$ cat config.mk
export PLATFORM = sky130hd
export DESIGN_NAME = nci_back
export DESIGN_NICKNAME = d
export VERILOG_FILES = /design/src/design/assert_macros.svh /design/src/design/nci_pkg.sv /design/src/design/nci_back.sv
export SDC_FILE = /design/constraint.sdc
export NUM_CORES = 1
export LEC_CHECK = 0
export CAP_MARGIN = 15
export CORE_ASPECT_RATIO = 1.25
export CORE_MARGIN = 3
export CORE_UTILIZATION = 55
export CTS_CLUSTER_DIAMETER = 30
export DETAILED_ROUTE_END_ITERATION = 7
export DONT_BUFFER_PORTS = 1
export PLACE_DENSITY = 0.73
export SLEW_MARGIN = 10
export SYNTH_ARGS = -nofsm -noshare
export SYNTH_HDL_FRONTEND = slang
export SYNTH_SLANG_ARGS = --single-unit
$ cat constraint.sdc
create_clock -name clk -period 10.4 [get_ports clk]
set_input_delay 0 -clock clk [delete_from_list [all_inputs] [get_ports clk]]
set_output_delay 0 -clock clk [all_outputs]
set_load 0.01 [all_outputs]
$ cat src/design/assert_macros.svh
// assertion helpers shared by the rtl
`ifndef ASSERT_MACROS_SVH
`define ASSERT_MACROS_SVH

// same-cycle implication, checked on every rising edge out of reset
`define NCI_ASSERT_IMPL(lbl, ante, cons, msg) \
  lbl: assert property (@(posedge clk) disable iff (!rst_n) (ante) |-> (cons)) \
    else $error(msg);

// next-cycle implication, checked on every rising edge out of reset
`define NCI_ASSERT_NEXT(lbl, ante, cons, msg) \
  lbl: assert property (@(posedge clk) disable iff (!rst_n) (ante) |=> (cons)) \
    else $error(msg);

`endif

$ cat src/design/nci_pkg.sv
package nci_pkg;

  // fixed field widths
  localparam int POS_W       = 32;
  localparam int INV_W       = 32;
  localparam int CNT_REG_W   = 11;
  localparam int IDX_W       = 30;
  localparam int CODE_W      = 5;
  localparam int NUM_AXES    = 3;
  localparam int NUM_OFFS    = 3;

  // port widths
  localparam int CFG_IDX_W   = 3;
  localparam int CFG_DATA_W  = 32;
  localparam int IN_TDATA_W  = NUM_AXES * POS_W;
  localparam int OUT_TDATA_W = 32;

  // parameter defaults
  localparam int DEF_MAX_CELLS  = 1024;
  localparam int DEF_COORD_FRAC = 16;
  localparam int DEF_INV_FRAC   = 24;

  // reset value of the reciprocal registers, 1.0 with 24 fraction bits
  localparam logic [INV_W-1:0] INV_RESET = 32'h0100_0000;

  // entries in the queue between front and back
  localparam int QUEUE_DEPTH = 2;

  // code of the final offset of a particle
  localparam logic [CODE_W-1:0] OFFSET_LAST = 5'd26;

  // configuration register indexes
  typedef enum logic [CFG_IDX_W-1:0] {
    CFG_CELLS_X = 3'd0,
    CFG_CELLS_Y = 3'd1,
    CFG_CELLS_Z = 3'd2,
    CFG_INV_X   = 3'd3,
    CFG_INV_Y   = 3'd4,
    CFG_INV_Z   = 3'd5
  } cfg_reg_t;

endpackage

$ cat src/design/nci_back.sv
module nci_back #(
  parameter int MAX_CELLS_PER_AXIS = 1024,
  localparam int CNTW = $clog2(MAX_CELLS_PER_AXIS + 1),
  localparam int AXW  = (MAX_CELLS_PER_AXIS > 1) ? $clog2(MAX_CELLS_PER_AXIS) : 1,
  localparam int EW   = 9 * AXW
) (
  input  logic                              clk,
  input  logic                              rst_n,
  input  logic                              q_empty,
  input  logic [EW-1:0]                     q_rdata,
  output logic                              q_pop,
  input  logic [CNTW-1:0]                   cells_z,
  input  logic [nci_pkg::IDX_W-1:0]         cells_yz,
  output logic                              out_tvalid,
  input  logic                              out_tready,
  output logic [nci_pkg::OUT_TDATA_W-1:0]   out_tdata,
  output logic [nci_pkg::CODE_W-1:0]        out_tuser,
  output logic                              out_tlast
);

  import nci_pkg::*;

  localparam logic [1:0] OFF_MAX = 2'(NUM_OFFS - 1);

  logic [NUM_AXES-1:0][NUM_OFFS-1:0][AXW-1:0] ent;
  logic en, issue, last;
  logic [AXW-1:0] xs, ys, zs;

  // offset counters
  logic [1:0]        ox_r, ox_nxt, oy_r, oy_nxt, oz_r, oz_nxt;
  logic [CODE_W-1:0] code_r, code_nxt;

  // product stage
  logic              p1_v_r;
  logic [IDX_W-1:0]  px_r, py_r;
  logic [AXW-1:0]    pz_r;
  logic [CODE_W-1:0] p1_code_r;
  logic              p1_last_r;

  // output register
  logic              out_v_r;
  logic [IDX_W-1:0]  out_idx_r;
  logic [CODE_W-1:0] out_code_r;
  logic              out_last_r;

  assign ent   = q_rdata;
  assign en    = !out_v_r || out_tready;
  assign issue = en && !q_empty;
  assign last  = (code_r == OFFSET_LAST);
  assign q_pop = issue && last;

  // pick the wrapped axis indexes of the current offset
  assign xs = ent[0][ox_r];
  assign ys = ent[1][oy_r];
  assign zs = ent[2][oz_r];

  // walk dz fastest, then dy, then dx
  always_comb begin
    ox_nxt   = ox_r;
    oy_nxt   = oy_r;
    oz_nxt   = oz_r;
    code_nxt = code_r;
    if (issue) begin
      if (last) begin
        ox_nxt   = '0;
        oy_nxt   = '0;
        oz_nxt   = '0;
        code_nxt = '0;
      end else begin
        code_nxt = code_r + CODE_W'(1);
        if (oz_r != OFF_MAX) begin
          oz_nxt = oz_r + 2'd1;
        end else begin
          oz_nxt = '0;
          if (oy_r != OFF_MAX) begin
            oy_nxt = oy_r + 2'd1;
          end else begin
            oy_nxt = '0;
            ox_nxt = ox_r + 2'd1;
          end
        end
      end
    end
  end

  always_ff @(posedge clk) begin
    if (!rst_n) begin
      ox_r    <= '0;
      oy_r    <= '0;
      oz_r    <= '0;
      code_r  <= '0;
      p1_v_r  <= 1'b0;
      out_v_r <= 1'b0;
    end else begin
      ox_r   <= ox_nxt;
      oy_r   <= oy_nxt;
      oz_r   <= oz_nxt;
      code_r <= code_nxt;
      if (en) begin
        p1_v_r  <= issue;
        out_v_r <= p1_v_r;
      end
    end
  end

  // row products, then the final sum
  always_ff @(posedge clk) begin
    if (en) begin
      px_r       <= IDX_W'(IDX_W'(xs) * cells_yz);
      py_r       <= IDX_W'(IDX_W'(ys) * IDX_W'(cells_z));
      pz_r       <= zs;
      p1_code_r  <= code_r;
      p1_last_r  <= last;
      out_idx_r  <= px_r + py_r + IDX_W'(pz_r);
      out_code_r <= p1_code_r;
      out_last_r <= p1_last_r;
    end
  end

  assign out_tvalid = out_v_r;
  assign out_tdata  = {{(OUT_TDATA_W - IDX_W){1'b0}}, out_idx_r};
  assign out_tuser  = out_code_r;
  assign out_tlast  = out_last_r;

endmodule

# Word-level counts from Yosys, hierarchy flattened

Index checks and enable logic that the tools add are counted.

Bits in registers: 116
Latch bits: 0
RAM bits: 0
Bits in read-only memories: 0
Bits of input ports: 135
Output and inout port bits: 40
Logic and storage cells: 52
Memories: 0

Add/subtract/negate cells: 6
Multiply operators: 2
Divide/modulo/power cells: 0
$lt $le $gt $ge: 3
Eq/ne operators: 5
Shifts and indexed selects: 0
Multiplexer cells: 15
Bitwise logic cells: 0
Reductions and logical operators: 7

Operators by type and width:

| cell                  | number |
|---|---|
| $bmux W10 S2          | 3 |
| $add A30 B10 Y30      | 1 |
| $add A30 B21 Y30      | 1 |
| $mul A10 B30 Y30      | 1 |
| $mux W10              | 3 |
| $mul A10 B11 Y21      | 1 |
| $mux W2               | 8 |
| $lt A2 B3 Y1 const B  | 3 |
| $ne A2 B2 Y1 const B  | 4 |
| $add A2 B1 Y2 const B | 3 |
| $add A5 B1 Y5 const B | 1 |
| $eq A5 B5 Y1 const B  | 1 |
| $mux W5               | 1 |
| $reduce_and A3 Y1     | 1 |
| $logic_and A1 B1 Y1   | 2 |
| $logic_not A1 Y1      | 2 |
| $reduce_and A2 Y1     | 1 |
| $logic_or A1 B1 Y1    | 1 |

# Longest topological paths before layout

Word-level depth: 4
Gate-level depth with buffers: 26
Gate-level depth less buffers: 22

# Least setup slack after synthesis

OpenSTA, ideal clock, no wires.

Path type: register to register
Start: reg ox_r[0]
End: reg px_r[29] (data pin)
Setup time: 261 ps
Data arrival time: 6050 ps
Data required time: 10139 ps
Slack: 4088 ps
Cell stages (with the launch flop): 27
Buffers on the path: 4
Clock period less this slack: 6312 ps
Cell sequence: dfxtp_1 > buf_2 > nor2b_1 > buf_2 > o2bb2ai_1 > clkbuf_1 > clkbuf_1 > nand2_1 > fa_1 > inv_1 > fa_1 > inv_1 > fa_1 > inv_1 > fa_1 > inv_1 > fa_1 > inv_1 > ha_1 > o21a_1 > or2_2 > a21oi_1 > a31oi_1 > a31o_2 > a31oi_1 > o21ai_0 > xnor2_1

Longest elaborated chain between the ends: 3

RTL lines:

| item                           | RTL line        | text |
|---|---|---|
| from (decl)                    | nci_back.sv:30  | `logic [1:0] ox_r, ox_nxt, oy_r, oy_nxt, oz_r, oz_nxt;` |
| from (signal assigned)         | nci_back.sv:95  | `ox_r <= ox_nxt;` |
| $bmux W10 S2                   | nci_back.sv:53  | `assign xs = ent[0][ox_r];` |
| $mux W10 (implied by the code) | nci_back.sv:53  |  |
| $mul A10 B30 Y30               | nci_back.sv:109 | `px_r <= IDX_W'(IDX_W'(xs) * cells_yz);` |
| to (signal assigned)           | nci_back.sv:109 |  |
| to (decl)                      | nci_back.sv:35  | `logic [IDX_W-1:0] px_r, py_r;` |

No other way between the ends. The select of a mux whose other input is x is not followed.
A chain may end at the register's enable or synchronous reset.

# Worst setup path in the final report

Same ends and word-level chain as after synthesis.

==> metrics.md <==
| Metric | Value |
|---|---|
| Outcome | `complete, but fails checks` |
| Failing checks | `negative hold slack` |
| Setup crit end kind | `register` |
| Share of synthesized registers carrying an async set or reset | `0` |
| CTS tree | `yes` |
| GRT Util Overall | `0.233` |
| Cell row count | `70` |
| Root buffer cell | `clkbuf_16` |
| Switch Pwr | `0.00277 W` |
| Crit path depth | `23` |
| Slew margin rel. | `0.419` |
| Post-route ant nets | `0` |
| Total CTS buffers | `17` |
| Syn Area/Cell | `roughly 9.5 um^2` |
| NumNets Final | `2290` |
| Worst EP required | `about 11 ns` |
| Sw Share | `0.466` |
| Largest net degree at the start of global routing | `59` |
| Vias in the first global route | `approximately 13000` |
| MaxCap Viol Count | `0` |
| Clock-pin slew on the worst setup and hold paths | `roughly 0.060 ns` |
| Final Hold Viols | `1` |
| DIE WIDTH | `around 160 um` |
| Initial antenna violation count | `1` |
| H-tree depth | `4` |
| Inserted Diodes | `0` |
| Setup slack, reg-to-reg | `~3.2 ns` |
| Total vias in the final route | `between 10000 and 15000` |
| Internal Pwr Total | `~0.0032 W` |
| Tmin final | `between 7 and 8 ns` |
| Fin crit share | `0.688` |
| PD cells | `329 nW/um^2` |
| Final std cells w/o fill | `between 2000 and 2500` |
| Port-buffer cells | `0` |
| Seq/Total Area, Yosys | `0.200` |
| Crit path max fanout | `29` |
| First-pass GRT wire length | `approximately 62 mm` |
| Pre-CTS setup slack | `3.28 ns` |
| Clk sinks | `roughly 120` |
| Clock power share | `0.098` |
| Post-CTS setup buffer count | `0` |
| Crit-path cells | `nor2b_1 > o2bb2ai_2 > buf_4 > nand2_1 > fa_1 > inv_1 > fa_1 > inv_1 > fa_1 > inv_1 > fa_1 > inv_1 > fa_1 > inv_1 > ha_1 > o21a_1 > or2_2 > a21oi_1 > a31oi_1 > a31o_2 > a31oi_1 > o21ai_0 > xnor2_1` |
| Hold Path Class | `input port to register` |
| Fmax | `140 MHz` |
| Initial core utilization | `0.566` |
| DRT Pass-1 Iters | `5` |
| Worst path buffer plus inverter count | `6` |
| Critical Path Sink | `px_r[29]` |
| Placed Cells | `roughly 2100` |
| Tightest Pin Transition | `roughly 0.87 ns` |
| Die Height | `201 um` |
| Wire per inst | `~17 um` |
| Top_reg_cell synth | `edfxtp_1` |
| WL final | `37.1 mm` |
| Vias per inst | `between 5 and 6` |
| Worst-Skew Late Latency | `around 0.4 ns` |
| Combinational power share | `0.721` |
| Yosys warns | `0` |
| Crit-path slowest cell | `nor2b_1` |
| Crit. Startpoint | `ox_r[0]` |
| Fin area | `~18000 um^2` |
| CP max stage delay | `~0.77 ns` |
| Delay-heaviest family, CP | `adder cells` |
| Remaining DRCs | `0` |
| Unrepaired setup endpoints after global routing | `no` |
| Critical path type | `register to register` |
| CORE AREA | `about 30000 um^2` |
| RR Startpoint | `ox_r[0]` |
| Placed Instance Area | `~17000 um^2` |
| Initial DRC count | `roughly 780` |
| Max VDD drop | `approximately 170 uV` |
| Fillers | `about 2400` |
| Grt ovf | `0` |
| Syn Inst Count | `roughly 1800` |
| Max-slew violation count | `0` |
| Setup slack after layout | `3.25 ns` |
| Leakage power | `between 8 and 9 nW` |
| Hpwl dp | `around 29 mm` |
| Synth cell types | `between 60 and 70` |
| Fraction of layout cells with a size suffix above 1 | `0.0412` |
| Layout area overhead | `7.22%` |
| Sequential fraction of design power | `0.181` |
| Worst setup SP type | `register` |
| Clock Skew | `roughly 0.0088 ns` |
| Critical path arrival | `about 7.3 ns` |
| Count of state elements after synthesis | `116` |
| Smallest hold slack | `-0.000710 ns` |
| Mapped Area | `between 15000 and 20000 um^2` |
| CTS Buffer Depth | `2` |
| Die footprint | `approximately 33000 um^2` |
| Number of I/O pins | `roughly 180` |
| Worst R2R End | `px_r[29]` |
| Reg2reg path depth | `23` |
| Fin Setup TNS | `0 ns` |
| EDFF count, synth | `103` |
| Finish-stage setup viols | `0` |
| Routability cong. | `roughly 0.9` |
## area by class of cell
type	instances	area (um^2)	area share
flip-flops and latches	116	3350	0.186
inverters	290	1090	0.0606
repair buffers	48	420	0.0233
multi-input cells	1285	12100	0.670
clock inverters	15	165	0.00917
clock buffers	17	425	0.0236
well taps	396	495	0.0275
## stage by stage
| step | hold WS (ns) | util | power (W) |
|---|---|---|---|
| global placement | 0.119 | 0.578 | 0.00519 |
| global route | 0.0492 | 0.607 | 0.00657 |
| finish | -0.000710 | 0.607 | 0.00593 |
| detailed placement | 0.123 | 0.578 | 0.00531 |
| CTS | 0.00105 | 0.606 | 0.00594 |
| floorplan | 0.187 | - | 0.00439 |
## flip-flops by register name (all words and copies together), names as in the netlist, 2 cells and up
name and cells:
code_r 5, out_idx_r 30, out_tuser 5, ox_r 2
oy_r 2, oz_r 2, p1_code_r 5, px_r 30
py_r 21, pz_r 10
## placed cells by master (no fill, tap or decap), types with 20 or more instances in the layout
| cell type | count |
|---|---|
| inv_1 | 289 |
| fa_1 | 263 |
| nand2_1 | 254 |
| and2_1 | 172 |
| ha_1 | 134 |
| edfxtp_1 | 103 |
| o21ai_0 | 57 |
| a21oi_1 | 57 |
| xnor2_1 | 55 |
| nor2_1 | 55 |
| mux2i_1 | 31 |
| dlygate4sd3_1 | 26 |
| xor2_1 | 22 |
| buf_4 | 20 |
## worst min-delay path by stage
stage          depth (start not counted)         end   startpoint  slack (ns)
3_3_place_gp                           1  out_tvalid        rst_n        0.12
2_1_floorplan                          2     pz_r[0]  q_rdata[70]        0.19
5_1_grt                                2     pz_r[2]  q_rdata[62]        0.05
4_1_cts                                2     pz_r[2]  q_rdata[62]       0.001
6_report                               2     pz_r[2]  q_rdata[62]     -0.0007
3_5_place_dp                           1  out_tvalid        rst_n        0.12
## synthesized netlist by cell type, types with 10 or more instances
library cell | n | area, um^2
nand2_1 | 254 | 953
buf_1 | 31 | 116
xor2_1 | 22 | 193
dfxtp_1 | 13 | 260
xnor2_1 | 55 | 482
nor2b_1 | 16 | 100
nor3_1 | 16 | 80.1
nor2_1 | 55 | 206
and2_1 | 172 | 1080
a21o_1 | 10 | 75.1
fa_1 | 263 | 5270
clkbuf_1 | 44 | 165
edfxtp_1 | 103 | 3090
ha_1 | 134 | 1680
nand3_1 | 15 | 75.1
a21oi_1 | 57 | 285
o21ai_0 | 59 | 295
inv_1 | 290 | 1090
and3_1 | 11 | 68.8
o21a_1 | 14 | 105
mux2i_1 | 31 | 310
## timing repair
action / CTS / global route
hold buffers: 26 / 0
gates resized for setup: 0 / 0
endpoints found under the hold margin: 27 / 0
## cells by family (layout without fill, tap and decap cells)
| logic type | count (synthesis) | count (layout) | share of synthesized area |
|---|---|---|---|
| XOR/XNOR | 77 | 77 | 0.0401 |
| buffers and inverters | 371 | 370 | 0.0840 |
| flip-flops | 116 | 116 | 0.200 |
| adder cells (fa/ha/maj) | 397 | 397 | 0.413 |
| AO/OA/AOI/OAI | 209 | 209 | 0.0801 |
| AND/OR/NAND/NOR | 569 | 569 | 0.164 |
| multiplexers | 31 | 31 | 0.0185 |
| other | 1 | 2 | 0.000223 |
## power groups by stage
stage	sequential (W)	combinational [W]	clock [W]
global placement	0.00108	0.00411	0
global route	0.00109	0.00487	0.000609
floorplan	0.00103	0.00336	0
CTS	0.00108	0.00428	0.000588
finish	0.00107	0.00428	0.000579
detailed placement	0.00108	0.00423	0
## routing by layer
| metal | global-route usage | routed length (um) |
|---|---|---|
| met1 | 0.291 | 15000 |
| met2 | 0.413 | 19300 |
| met3 | 0.0430 | 2000 |
| met4 | 0.0628 | 731 |
| met5 | 0 | 13 |
Power figures use the tool's default switching activity.
