==> src/design/assert_macros.svh <==
// assertion helpers shared by the rtl
`ifndef ASSERT_MACROS_SVH
`define ASSERT_MACROS_SVH

// same-cycle implication, checked on every rising edge out of reset
`define NCI_ASSERT_IMPL(lbl, ante, cons, msg) \
  lbl: assert property (@(posedge clk) disable iff (!rst_n) (ante) |-> (cons)) \
    else $error(msg);

// next-cycle implication, checked on every rising edge out of reset
`define NCI_ASSERT_NEXT(lbl, ante, cons, msg) \
  lbl: assert property (@(posedge clk) disable iff (!rst_n) (ante) |=> (cons)) \
    else $error(msg);

`endif

==> src/design/nci_queue.sv <==
module nci_queue #(
  parameter int WIDTH = 8,
  parameter int DEPTH = 2
) (
  input  logic             clk,
  input  logic             rst_n,
  input  logic             push,
  input  logic [WIDTH-1:0] wdata,
  output logic             full,
  input  logic             pop,
  output logic [WIDTH-1:0] rdata,
  output logic             empty
);

  localparam int PTRW = (DEPTH > 1) ? $clog2(DEPTH) : 1;
  localparam int CNTW = $clog2(DEPTH + 1);
  localparam logic [PTRW-1:0] PTR_LAST = PTRW'(DEPTH - 1);
  localparam logic [CNTW-1:0] CNT_FULL = CNTW'(DEPTH);

  logic [WIDTH-1:0] slot_r [DEPTH];
  logic [PTRW-1:0]  wr_ptr_r, wr_ptr_nxt;
  logic [PTRW-1:0]  rd_ptr_r, rd_ptr_nxt;
  logic [CNTW-1:0]  count_r, count_nxt;
  logic             do_push, do_pop;

  assign full    = (count_r == CNT_FULL);
  assign empty   = (count_r == '0);
  assign do_push = push && !full;
  assign do_pop  = pop && !empty;
  assign rdata   = slot_r[rd_ptr_r];

  // pointer and fill bookkeeping
  always_comb begin
    wr_ptr_nxt = wr_ptr_r;
    rd_ptr_nxt = rd_ptr_r;
    count_nxt  = count_r;
    if (do_push) begin
      wr_ptr_nxt = (wr_ptr_r == PTR_LAST) ? '0 : wr_ptr_r + PTRW'(1);
    end
    if (do_pop) begin
      rd_ptr_nxt = (rd_ptr_r == PTR_LAST) ? '0 : rd_ptr_r + PTRW'(1);
    end
    if (do_push && !do_pop) begin
      count_nxt = count_r + CNTW'(1);
    end else if (do_pop && !do_push) begin
      count_nxt = count_r - CNTW'(1);
    end
  end

  always_ff @(posedge clk) begin
    if (!rst_n) begin
      wr_ptr_r <= '0;
      rd_ptr_r <= '0;
      count_r  <= '0;
    end else begin
      wr_ptr_r <= wr_ptr_nxt;
      rd_ptr_r <= rd_ptr_nxt;
      count_r  <= count_nxt;
    end
  end

  // storage
  always_ff @(posedge clk) begin
    if (do_push) begin
      slot_r[wr_ptr_r] <= wdata;
    end
  end

endmodule

==> config.mk <==
export PLATFORM = sky130hd
export DESIGN_NAME = nci_queue
export DESIGN_NICKNAME = d
export VERILOG_FILES = /design/src/design/assert_macros.svh /design/src/design/nci_queue.sv
export SDC_FILE = /design/constraint.sdc
export NUM_CORES = 1
export LEC_CHECK = 0
export BUFFER_PORTS_ARGS = -buffer_cell sky130_fd_sc_hd__buf_2
export CORE_MARGIN = 4
export CORE_UTILIZATION = 52
export DETAILED_ROUTE_END_ITERATION = 16
export GPL_TIMING_DRIVEN = 0
export PLACE_DENSITY = 0.76
export REMOVE_ABC_BUFFERS = 1
export SETUP_SLACK_MARGIN = 0.3
export SYNTH_ARGS = -nofsm -noshare
export SYNTH_HDL_FRONTEND = slang
export SYNTH_SLANG_ARGS = --single-unit
==> constraint.sdc <==
create_clock -name clk -period 4.5 [get_ports clk]
set_input_delay 0.9 -clock clk [delete_from_list [all_inputs] [get_ports clk]]
set_output_delay 0.9 -clock clk [all_outputs]
set_load 0.005 [all_outputs]
* Word level (Yosys, flattened, before mapping)
Memory sizes are Yosys's and may differ from the RTL's. A register that Yosys moved wholly into a read port is not among the register bits. Cells that the tools add are included.
Storage, ports and cells: bits in registers 4, bits in writable memories 16, input port bits 12, output and inout port bits 10, word-level logic and storage cells 27, memories 1
Operators by class: add/subtract/negate cells 4, equality and inequality tests 1, muxes and demuxes 8, reduce and logical (&&, ||, !) cells 10
Memories:
- slot_r | words 2, bits a word 8, rd ports 1, clocked after memory_dff 1, write ports 1, line nci_queue.sv:20 | logic [WIDTH-1:0] slot_r [DEPTH];
Operators by type and width (number):
- 1-bit two-way mux | 6
- 1-bit logical AND | 4
- 1-bit zero test | 4
- 2-bit two-way mux | 2
- 1-bit adder (second input constant) | 2
- 2-bit by 1-bit adder with 2-bit output (second input constant) | 1
- 2-bit == test (second input constant) | 1
- 2-bit zero test | 1
- 2-bit nonzero test | 1
- 2-bit by 1-bit subtractor with 2-bit output (second input constant) | 1

* Depth between registers and ports, before layout
Gate-level depths: netlist of the first run.
depth in word-level cells 7, mapped depth 7, mapped depth without buffers 7

* Least setup slack after synthesis of the first run
No wires, ideal clock.
kind input to register, start point input pop, end point register count_r[1], setup time 0.070 ns, arrival 1.763 ns, required time 4.430 ns, slack 2.667 ns, cell stages on the path 4, path buffers 0, path through o21ai_1 > ha_1 > or3_1 > a21boi_1
On the way: longest elaborated chain between the ends 4, elaborated cells between the ends (all ways) 6, those cells by class mux: 1; reduce/logical: 5
Ends and longest elaborated chain:
- start, declared | line nci_queue.sv:10 | input logic pop,
- 1-bit logical AND (*) | line nci_queue.sv:29 | assign do_pop = pop && !empty;
- 1-bit zero test | line nci_queue.sv:43 | if (do_push && !do_pop) begin
- 1-bit logical AND | line nci_queue.sv:43
- 2-bit two-way mux / 2-bit nonzero test (equally long branches)
- end signal, assigned | line nci_queue.sv:58 | count_r <= count_nxt;
- end, declared | line nci_queue.sv:23 | logic [CNTW-1:0] count_r, count_nxt;
Every way passes the cells marked *; elsewhere a longest branch is shown, timed or not. A chain may end at the register's enable or synchronous reset.

==> results of run 1 <==
through the flow:
step,instance area [um^2],instances,setup slack [ps],hold WS (ps)
after floorplan,805,49,2670,483
after global placement,928,85,2480,502
after detailed placement,928,85,2470,521
after CTS,955,89,2230,540
after global routing,955,89,2180,595
final,955,89,2280,535
layer usage:
layer	GRT usage, %	routed length, um	vias to the layer above
met2	21.9	620	12
li1	-	-	232
met1	12.4	443	218
met4	6.63	24	0
met3	3.38	64	4
met5	0	0	-
sequential cells by signal, indices dropped and copies added, names as in the netlist, named ones only:
register	cells
rd_ptr_r	1
wr_ptr_r	1
count_r	2
slot_r	16
logic make-up after synthesis:
| logic type | after synthesis | share of synthesized area, % |
|---|---|---|
| buf+inv | 3 | 1.54 |
| simple gates | 9 | 6.80 |
| xor+xnor | 3 | 3.25 |
| flops | 21 | 71.7 |
| compound gates | 5 | 4.02 |
| mux | 8 | 11.1 |
| fa+ha+maj | 1 | 1.55 |
report_power, final:
group          switching (mW)  internal [mW]  leakage [nW]
Sequential             0.0243          0.247         0.191
Combinational          0.0637         0.0831         0.173
Clock                  0.0509         0.0344        0.0150
critical path: stages, from the launching register on:
cell and delay [ps]:
dfxtp_1 530, mux2_2 370, buf_2 130
layout make-up:
class                           count  area, um^2  area share (%)
Sequential cell                    21         581            60.8
Multi-Input combinational cell     26         216            22.7
Timing Repair Buffer               21         105            11.0
Clock buffer                        4        26.3            2.75
Tap cell                           15        18.8            1.97
Inverter                            2        7.51           0.786
worst max-delay path by stage:
stage | start | to | slack [ps] | cells after the start
2_1_floorplan | pop | count_r[1] | 2670 | 4
3_3_place_gp | push | slot_r[0][0] | 2480 | 3
3_5_place_dp | push | slot_r[0][4] | 2470 | 3
4_1_cts | flip-flop | rdata[5] | 2230 | 2
5_1_grt | flip-flop | rdata[4] | 2180 | 2
6_report | flip-flop | rdata[4] | 2280 | 2
cells in the final DEF (no fill, tap or decap):
cell	instances
a21boi_0	1
nor2_1	2
xnor2_1	2
xor2_1	1
inv_1	1
and2_1	3
mux2_2	8
nand2b_1	1
o21ai_1	1
clkbuf_4	3
or3_1	1
edfxtp_1	16
and3_1	1
nor3_2	1
buf_2	21
dfxtp_1	5
clkbuf_1	1
o21a_1	1
o21ai_0	1
inv_2	1
ha_1	1
a21boi_1	1
==> run_results.csv, run 1 <==
group,metric,value,unit
worst_setup_path,rr_startpoint,"count_r[0]",
die,die_w,47.5,um
worst_setup_path,endpoint_kind,"output pin",
layout,diodes,0,
global_route,grt_use_total,12.1,%
route,wl,1150,um
die,ioPinCount,22,
global_route,grt_pass1_vias,439,
flow_run,drv_cap,0,
route,vias,466,
hold_path,whs_path_depth,2,
worst_setup_path,crit_type,"flip-flop to output pin",
synthesis,synthDistinctLibCells,20,
die,dieArea,2250,um^2
hold_path,hold_path_startpoint,"count_r[1]",
clock_network,clk_pin_slew_worst_paths,110,ps
die,rows,13,
timing,hold_viol,0,
synthesis,seq_area_frac_synth,71.7,%
route,drt-initial-drc-count,6,
worst_setup_path,required,3600,ps
route,wl_per_cell,13.0,um
route,ant_nets,0,
synthesis,avgSynthCellArea,16.2,um^2
die,initial_core_util,58.6,%
timing,max_slew_margin,53.1,%
global_route,antenna_found_initial,0,
die,core_area,1380,um^2
die,die_h,47.5,um
power,p_leak,0.379,nW
clock_network,clk_latency,290,ps
synthesis,yosysMostFrequentCell,"edfxtp_1",
timing,drv_slew,0,
layout,drive_above_1_share,45.9,%
route,dr.pass1.iters,4,
timing,finalSetupViolations,0,
hold_path,hp-class,"flip-flop to flip-flop",
layout,area_delta_synth_final,17.9,%
synthesis,ys_seq_elements,21,
synthesis,postSynthCellCount,50,
worst_setup_path,arrival,1320,ps
clock_network,ctsHoldBuffers,0,
synthesis,async_reset_ff_share,0,%
timing,rsz0062_at_grt,"false",
synthesis,synthTopCellsByCount,"edfxtp_1 (16), mux2_2 (8), dfxtp_1 (5), and2_1 (3)",
route,vias_per_cell,5.24,
power,power.density,528,nW/um^2
power,ir_worst_vdd,0.333,mV
global_route,grt_pass1_wl,1810,um
clock_network,cts_resized,0,
synthesis,synth_edf_count,16,
timing,clock_skew,2.70,ps
worst_setup_path,crit_path_start_kind,"flip-flop",
clock_network,post-cts-setup-buffer-count,0,
clock_network,tritoncts,"yes",
global_route,grt_max_degree,12,
layout,nFillCells,93,
worst_setup_path,crit_fanout,8,
layout,fin_util,69.0,%
timing,period_share,49.4,%
synthesis,synth_top_area_cell,"edfxtp_1",
synthesis,synth.top_cell.area_share,59.4,%
placement,port_buffers,21,
clock_network,numCtsBuffers,3,
clock_network,root_buffer,"clkbuf_4",
worst_setup_path,reg2regPathDepth,6,
route,drcViolationCount,0,
status,outcome,"complete, no violations",
placement,hpwl,846,um
clock_network,clk_path_buf_depth,2,
timing,finalSetupTns,0,ps
synthesis,synthFlopType,"edfxtp_1",
synthesis,netlist_top_cells_area,"edfxtp_1 (59%), dfxtp_1 (12%), mux2_2 (11%), and2_1 (2.3%), xnor2_1 (2.2%)",
worst_setup_path,r2r-end,"count_r[1]",
placement,place_congestion,0.658,
synthesis,mappedNetlistArea,810,um^2
global_route,overflow,0,
clock_network,htreeDepth,1,
hold_path,holdPathEnd,"count_r[1]",
power,finalPower,0.504,mW
timing,clock.fmax,450,MHz
worst_setup_path,ff2ff_setup_slack,2930,ps
timing,tightest_slew,700,ps
layout,layout.nets,88,
timing,period_needed,2220,ps
synthesis,yosys_warnings,0,
clock_network,clock-sinks,21,
Note: power is estimated with default switching activity, not from simulation.
==> run 2: changes to the inputs <==
--- a/config.mk
+++ b/config.mk
@@ -7,10 +7,10 @@
 export LEC_CHECK = 0
 export BUFFER_PORTS_ARGS = -buffer_cell sky130_fd_sc_hd__buf_2
 export CORE_MARGIN = 4
-export CORE_UTILIZATION = 52
+export CORE_UTILIZATION = 44
 export DETAILED_ROUTE_END_ITERATION = 16
 export GPL_TIMING_DRIVEN = 0
-export PLACE_DENSITY = 0.76
+export PLACE_DENSITY = 0.68
 export REMOVE_ABC_BUFFERS = 1
 export SETUP_SLACK_MARGIN = 0.3
 export SYNTH_ARGS = -nofsm -noshare
==> constraint.sdc (replaced) <==
create_clock -name clk -period 1.8 [get_ports clk]
set_input_delay 0.36 -clock clk [delete_from_list [all_inputs] [get_ports clk]]
set_output_delay 0.36 -clock clk [all_outputs]
set_load 0.005 [all_outputs]
==> run_results.csv, run 2 (same netlist as run 1, synthesis figures left out) <==
group,metric,value,unit
clock_network,clk_latency,290,ps
clock_network,htreeDepth,1,
power,p_sw_share,27.4,%
hold_path,hp-class,"primary input to flip-flop",
timing,clock_skew,8.19,ps
timing,clock.fmax,650,MHz
global_route,grt_use_total,12.0,%
flow_run,drv_cap,0,
timing,finalSetupTns,0,ps
placement,dpl_cell_area,941,um^2
timing,period_needed,1540,ps
worst_setup_path,arrival,1180,ps
status,outcome,"complete, no violations",
global_route,overflow,0,
worst_setup_path,required,1440,ps
clock_network,numCtsBuffers,3,
power,ir_worst_vdd,0.895,mV
global_route,grt_max_degree,12,
die,core_area,1730,um^2
route,wl,1350,um
route,vias,481,
route,wl_per_cell,13.1,um
worst_setup_path,cp_cell_sequence,"mux2_4, buf_6",
timing,tightest_slew,440,ps
placement,place_congestion,0.623,
worst_setup_path,critical-path-top-delay-family,"flip-flops",
placement,hpwl,893,um
layout,nFillCells,141,
timing,hold_viol,0,
clock_network,tritoncts,"yes",
power,p_seq_share,47.7,%
global_route,grt_pass1_vias,490,
die,die_h,50.9,um
worst_setup_path,crit_path_start_kind,"flip-flop",
layout,stdcell_count,103,
layout,area_delta_synth_final,36.2,%
timing,drv_slew,0,
timing,finalSetupViolations,0,
worst_setup_path,ff2ff_setup_slack,360,ps
power,switchingPower,0.409,mW
route,drt-initial-drc-count,1,
clock_network,clk_path_buf_depth,2,
layout,regMostFlops,"slot_r",
worst_setup_path,crit_type,"flip-flop to output pin",
route,drcViolationCount,0,
die,dieArea,2590,um^2
clock_network,root_buffer,"clkbuf_4",
die,die_w,50.9,um
clock_network,clk_pin_slew_worst_paths,110,ps
route,dr.pass1.iters,3,
global_route,grt_pass1_wl,2180,um
global_route,antenna_found_initial,0,
route,ant_nets,0,
worst_setup_path,crit_fanout,8,
worst_setup_path,critPathMaxStageDelay,450,ps
timing,rsz0062_at_grt,"true",
timing,max_slew_margin,70.5,%
power,p_int,1.08,mW
layout,largest_reg_flops,16,
power,p_comb_share,38.1,%
die,rows,15,
die,initial_core_util,46.9,%
layout,final_common_cell,"edfxtp_1",
power,p_leak,0.450,nW
layout,fin_area,1100,um^2
worst_setup_path,worst_path_max_delay_cell,"dfxtp_4",
layout,reg.largest.list,"slot_r x16, count_r x2",
placement,dp_slack,204,ps
layout,fin_util,63.8,%
worst_setup_path,worst-path-buf-inv,1,
layout,diodes,0,
power,power.share.clock,14.2,%
timing,period_share,85.5,%
timing,setup_slack,261,ps
clock_network,clock-sinks,21,
layout,final_cell_mix,"edfxtp_1 (16), buf_2 (13), mux2_4 (8), buf_6 (8), buf_4 (4)",
placement,port_buffers,21,
route,vias_per_cell,4.67,
worst_setup_path,endpoint_kind,"output pin",
layout,layout.nets,92,
layout,drive_above_1_share,55.1,%
placement,placed_cells,95,
power,power.density,1350,nW/um^2
die,ioPinCount,22,
==> run 2: cell types whose count changed in the layout (fill, tap and decap cells not counted), sizes merged <==
cell | before | now
buf | 21 | 25
==> run 2: path summary, 6_finish.rpt <==
kind | from | to | depth (start not counted)
worst max register to register | count_r[0] | count_r[1] | 6
worst max-delay path | flip-flop | rdata[5] | 2
worst min-delay path | wdata[2] | slot_r[0][2] | 1
worst min register to register | count_r[1] | count_r[1] | 2
==> run 2: repair_timing <==
item,in CTS,in global routing
resized for setup,21,3
pin swaps,1,1
hold buffers,0,0
buffers inserted,4,0
endpoints found under the setup margin,17,18
endpoints found under the hold margin,0,0
==> run 2: area by class of cell <==
type	instances	area (um^2)	area share, %
Inverter	2	10.0	0.908
Clock buffer	4	26.3	2.38
Timing Repair Buffer	25	185	16.8
Sequential cell	21	587	53.2
Multi-Input combinational cell	26	263	23.8
Tap cell	25	31.3	2.84
==> run 2: layer usage <==
layer	share of wire, %	GRT usage [%]	routed length (um)
met5	0	0	0
met4	2.1	6.73	29
met3	5.6	4.08	76
met2	53	19.6	711
met1	40	13.7	535
==> run 2: per-stage QoR <==
step,hold WS (ps),power [mW]
3_5_place_dp,530,1.07
3_3_place_gp,506,1.05
4_1_cts,246,1.48
6_report,248,1.49
5_1_grt,232,1.59
2_1_floorplan,459,0.928
==> run 2: power by group through the flow <==
stage / Combinational [mW] / Clock [mW] / Sequential (mW)
finish: 0.568 / 0.212 / 0.710
floorplan: 0.250 / 0 / 0.677
detailed placement: 0.373 / 0 / 0.694
CTS: 0.558 / 0.217 / 0.709
global placement: 0.362 / 0 / 0.692
global route: 0.621 / 0.243 / 0.725
==> run 3: changes to the inputs <==
==> constraint.sdc (replaced) <==
create_clock -name clk -period 1.4 [get_ports clk]
set_input_delay 0.28 -clock clk [delete_from_list [all_inputs] [get_ports clk]]
set_output_delay 0.28 -clock clk [all_outputs]
set_load 0.005 [all_outputs]
==> run_results.csv, run 3 (same netlist as run 1, synthesis figures left out) <==
group,metric,value,unit
die,core_area,1730,um^2
timing,setup_slack,-63.9,ps
power,p_leak,0.502,nW
die,die_h,50.9,um
die,die_w,50.9,um
timing,tightest_slew,204,ps
hold_path,hp-class,"primary input to flip-flop",
layout,drive_above_1_share,66.7,%
layout,reg.largest.list,"slot_r x16, count_r x2",
layout,nFillCells,119,
global_route,grt_pass1_vias,532,
global_route,overflow,0,
timing,clock.fmax,683,MHz
clock_network,clk_latency,280,ps
timing,drv_slew,0,
layout,regMostFlops,"slot_r",
power,ir_worst_vdd,1.54,mV
timing,clock_skew,3.03,ps
global_route,grt_max_degree,12,
global_route,grt_use_total,12.3,%
layout,diodes,0,
clock_network,clock-sinks,21,
clock_network,numCtsBuffers,3,
layout,largest_reg_flops,16,
status,violations,"negative setup slack",
timing,max_slew_margin,86.4,%
timing,finalSetupViolations,9,
timing,rsz0062_at_grt,"true",
route,drcViolationCount,0,
route,ant_nets,0,
global_route,grt_pass1_wl,2370,um
layout,stdcell_count,109,
layout,final_cell_mix,"edfxtp_1 (16), buf_6 (15), buf_2 (12), mux2_4 (8)",
die,initial_core_util,46.9,%
timing,hold_viol,0,
worst_setup_path,endpoint_kind,"output pin",
route,wl_per_cell,13.7,um
worst_setup_path,required,1120,ps
timing,finalSetupTns,-459,ps
placement,placed_cells,95,
placement,dp_slack,-196,ps
timing,hold_slack,178,ps
placement,dpl_cell_area,941,um^2
layout,layout.nets,98,
route,vias_per_cell,4.62,
clock_network,clk_pin_slew_worst_paths,110,ps
worst_setup_path,crit_fanout,8,
timing,period_needed,1460,ps
route,dr.pass1.iters,2,
die,rows,15,
status,outcome,"finished with violations",
die,ioPinCount,22,
clock_network,root_buffer,"clkbuf_4",
placement,hpwl,893,um
layout,area_delta_synth_final,53.9,%
clock_network,clk_path_buf_depth,2,
flow_run,drv_cap,0,
layout,fin_area,1250,um^2
route,wl,1500,um
worst_setup_path,crit_path_start_kind,"flip-flop",
die,dieArea,2590,um^2
timing,period_share,105,%
route,drt-initial-drc-count,2,
worst_setup_path,arrival,1180,ps
worst_setup_path,crit_type,"flip-flop to output pin",
route,vias,504,
layout,final_common_cell,"edfxtp_1",
placement,port_buffers,21,
power,power.density,1810,nW/um^2
global_route,antenna_found_initial,0,
clock_network,tritoncts,"yes",
clock_network,htreeDepth,1,
placement,place_congestion,0.623,
[run 3: cell count changes in the layout (fill, tap and decap cells not counted), moves of 2 or more]
cell	delta
nor2_4	+2
dfxtp_4	+2
buf_6	+7
dfxtp_2	-2
[run 3: final cells by class]
type	instances	area, um^2	share of cell area [%]
timing repair buffer	31	272	21.8
multi-input combinational	26	315	25.3
inverter	2	10.0	0.803
sequential	21	592	47.5
clock buffer	4	26.3	2.11
tap	25	31.3	2.51
[run 3: worst paths after layout]
path	cells past startpoint	slack (ps)	to	start
max	2	-60	rdata[2]	flip-flop
min	1	180	slot_r[0][2]	wdata[2]
max reg2reg	7	-30	count_r[1]	count_r[0]
min reg2reg	2	570	count_r[1]	count_r[1]
[run 3: metal layers]
metal | global-route usage [%] | share of wire, % | routed length (um)
met1 | 14.7 | 40 | 595
met4 | 2.69 | 0.87 | 13
met5 | 0 | 0 | 0
met2 | 22.2 | 55 | 819
met3 | 3.21 | 4.7 | 70
[run 3: timing repair]
action,in CTS,in global routing
hold buffers,0,0
setup endpoints to repair,29,29
pin swaps,7,0
gates resized for setup,36,8
setup buffers,8,2
hold endpoints to repair,0,0
[run 3: where the power goes]
| part | leakage (nW) | switching [mW] | total (mW) | internal [mW] |
|---|---|---|---|---|
| registers | 0.193 | 0.114 | 0.932 | 0.817 |
| clock network | 0.0150 | 0.159 | 0.269 | 0.110 |
| logic | 0.294 | 0.355 | 1.05 | 0.695 |
| total | 0.502 | 0.629 | 2.25 | 1.62 |
[run 3: critical path, cell delays in order (launching register included)]
cell and delay [ps]:
dfxtp_4 450, mux2_4 330, buf_6 120
[run 3: stage by stage]
stage	util, %	total power [mW]
final	72.2	2.25
after global placement	54.5	1.36
after global routing	72.2	2.39
after floorplan	-	1.19
after CTS	69.7	2.15
after detailed placement	54.5	1.37
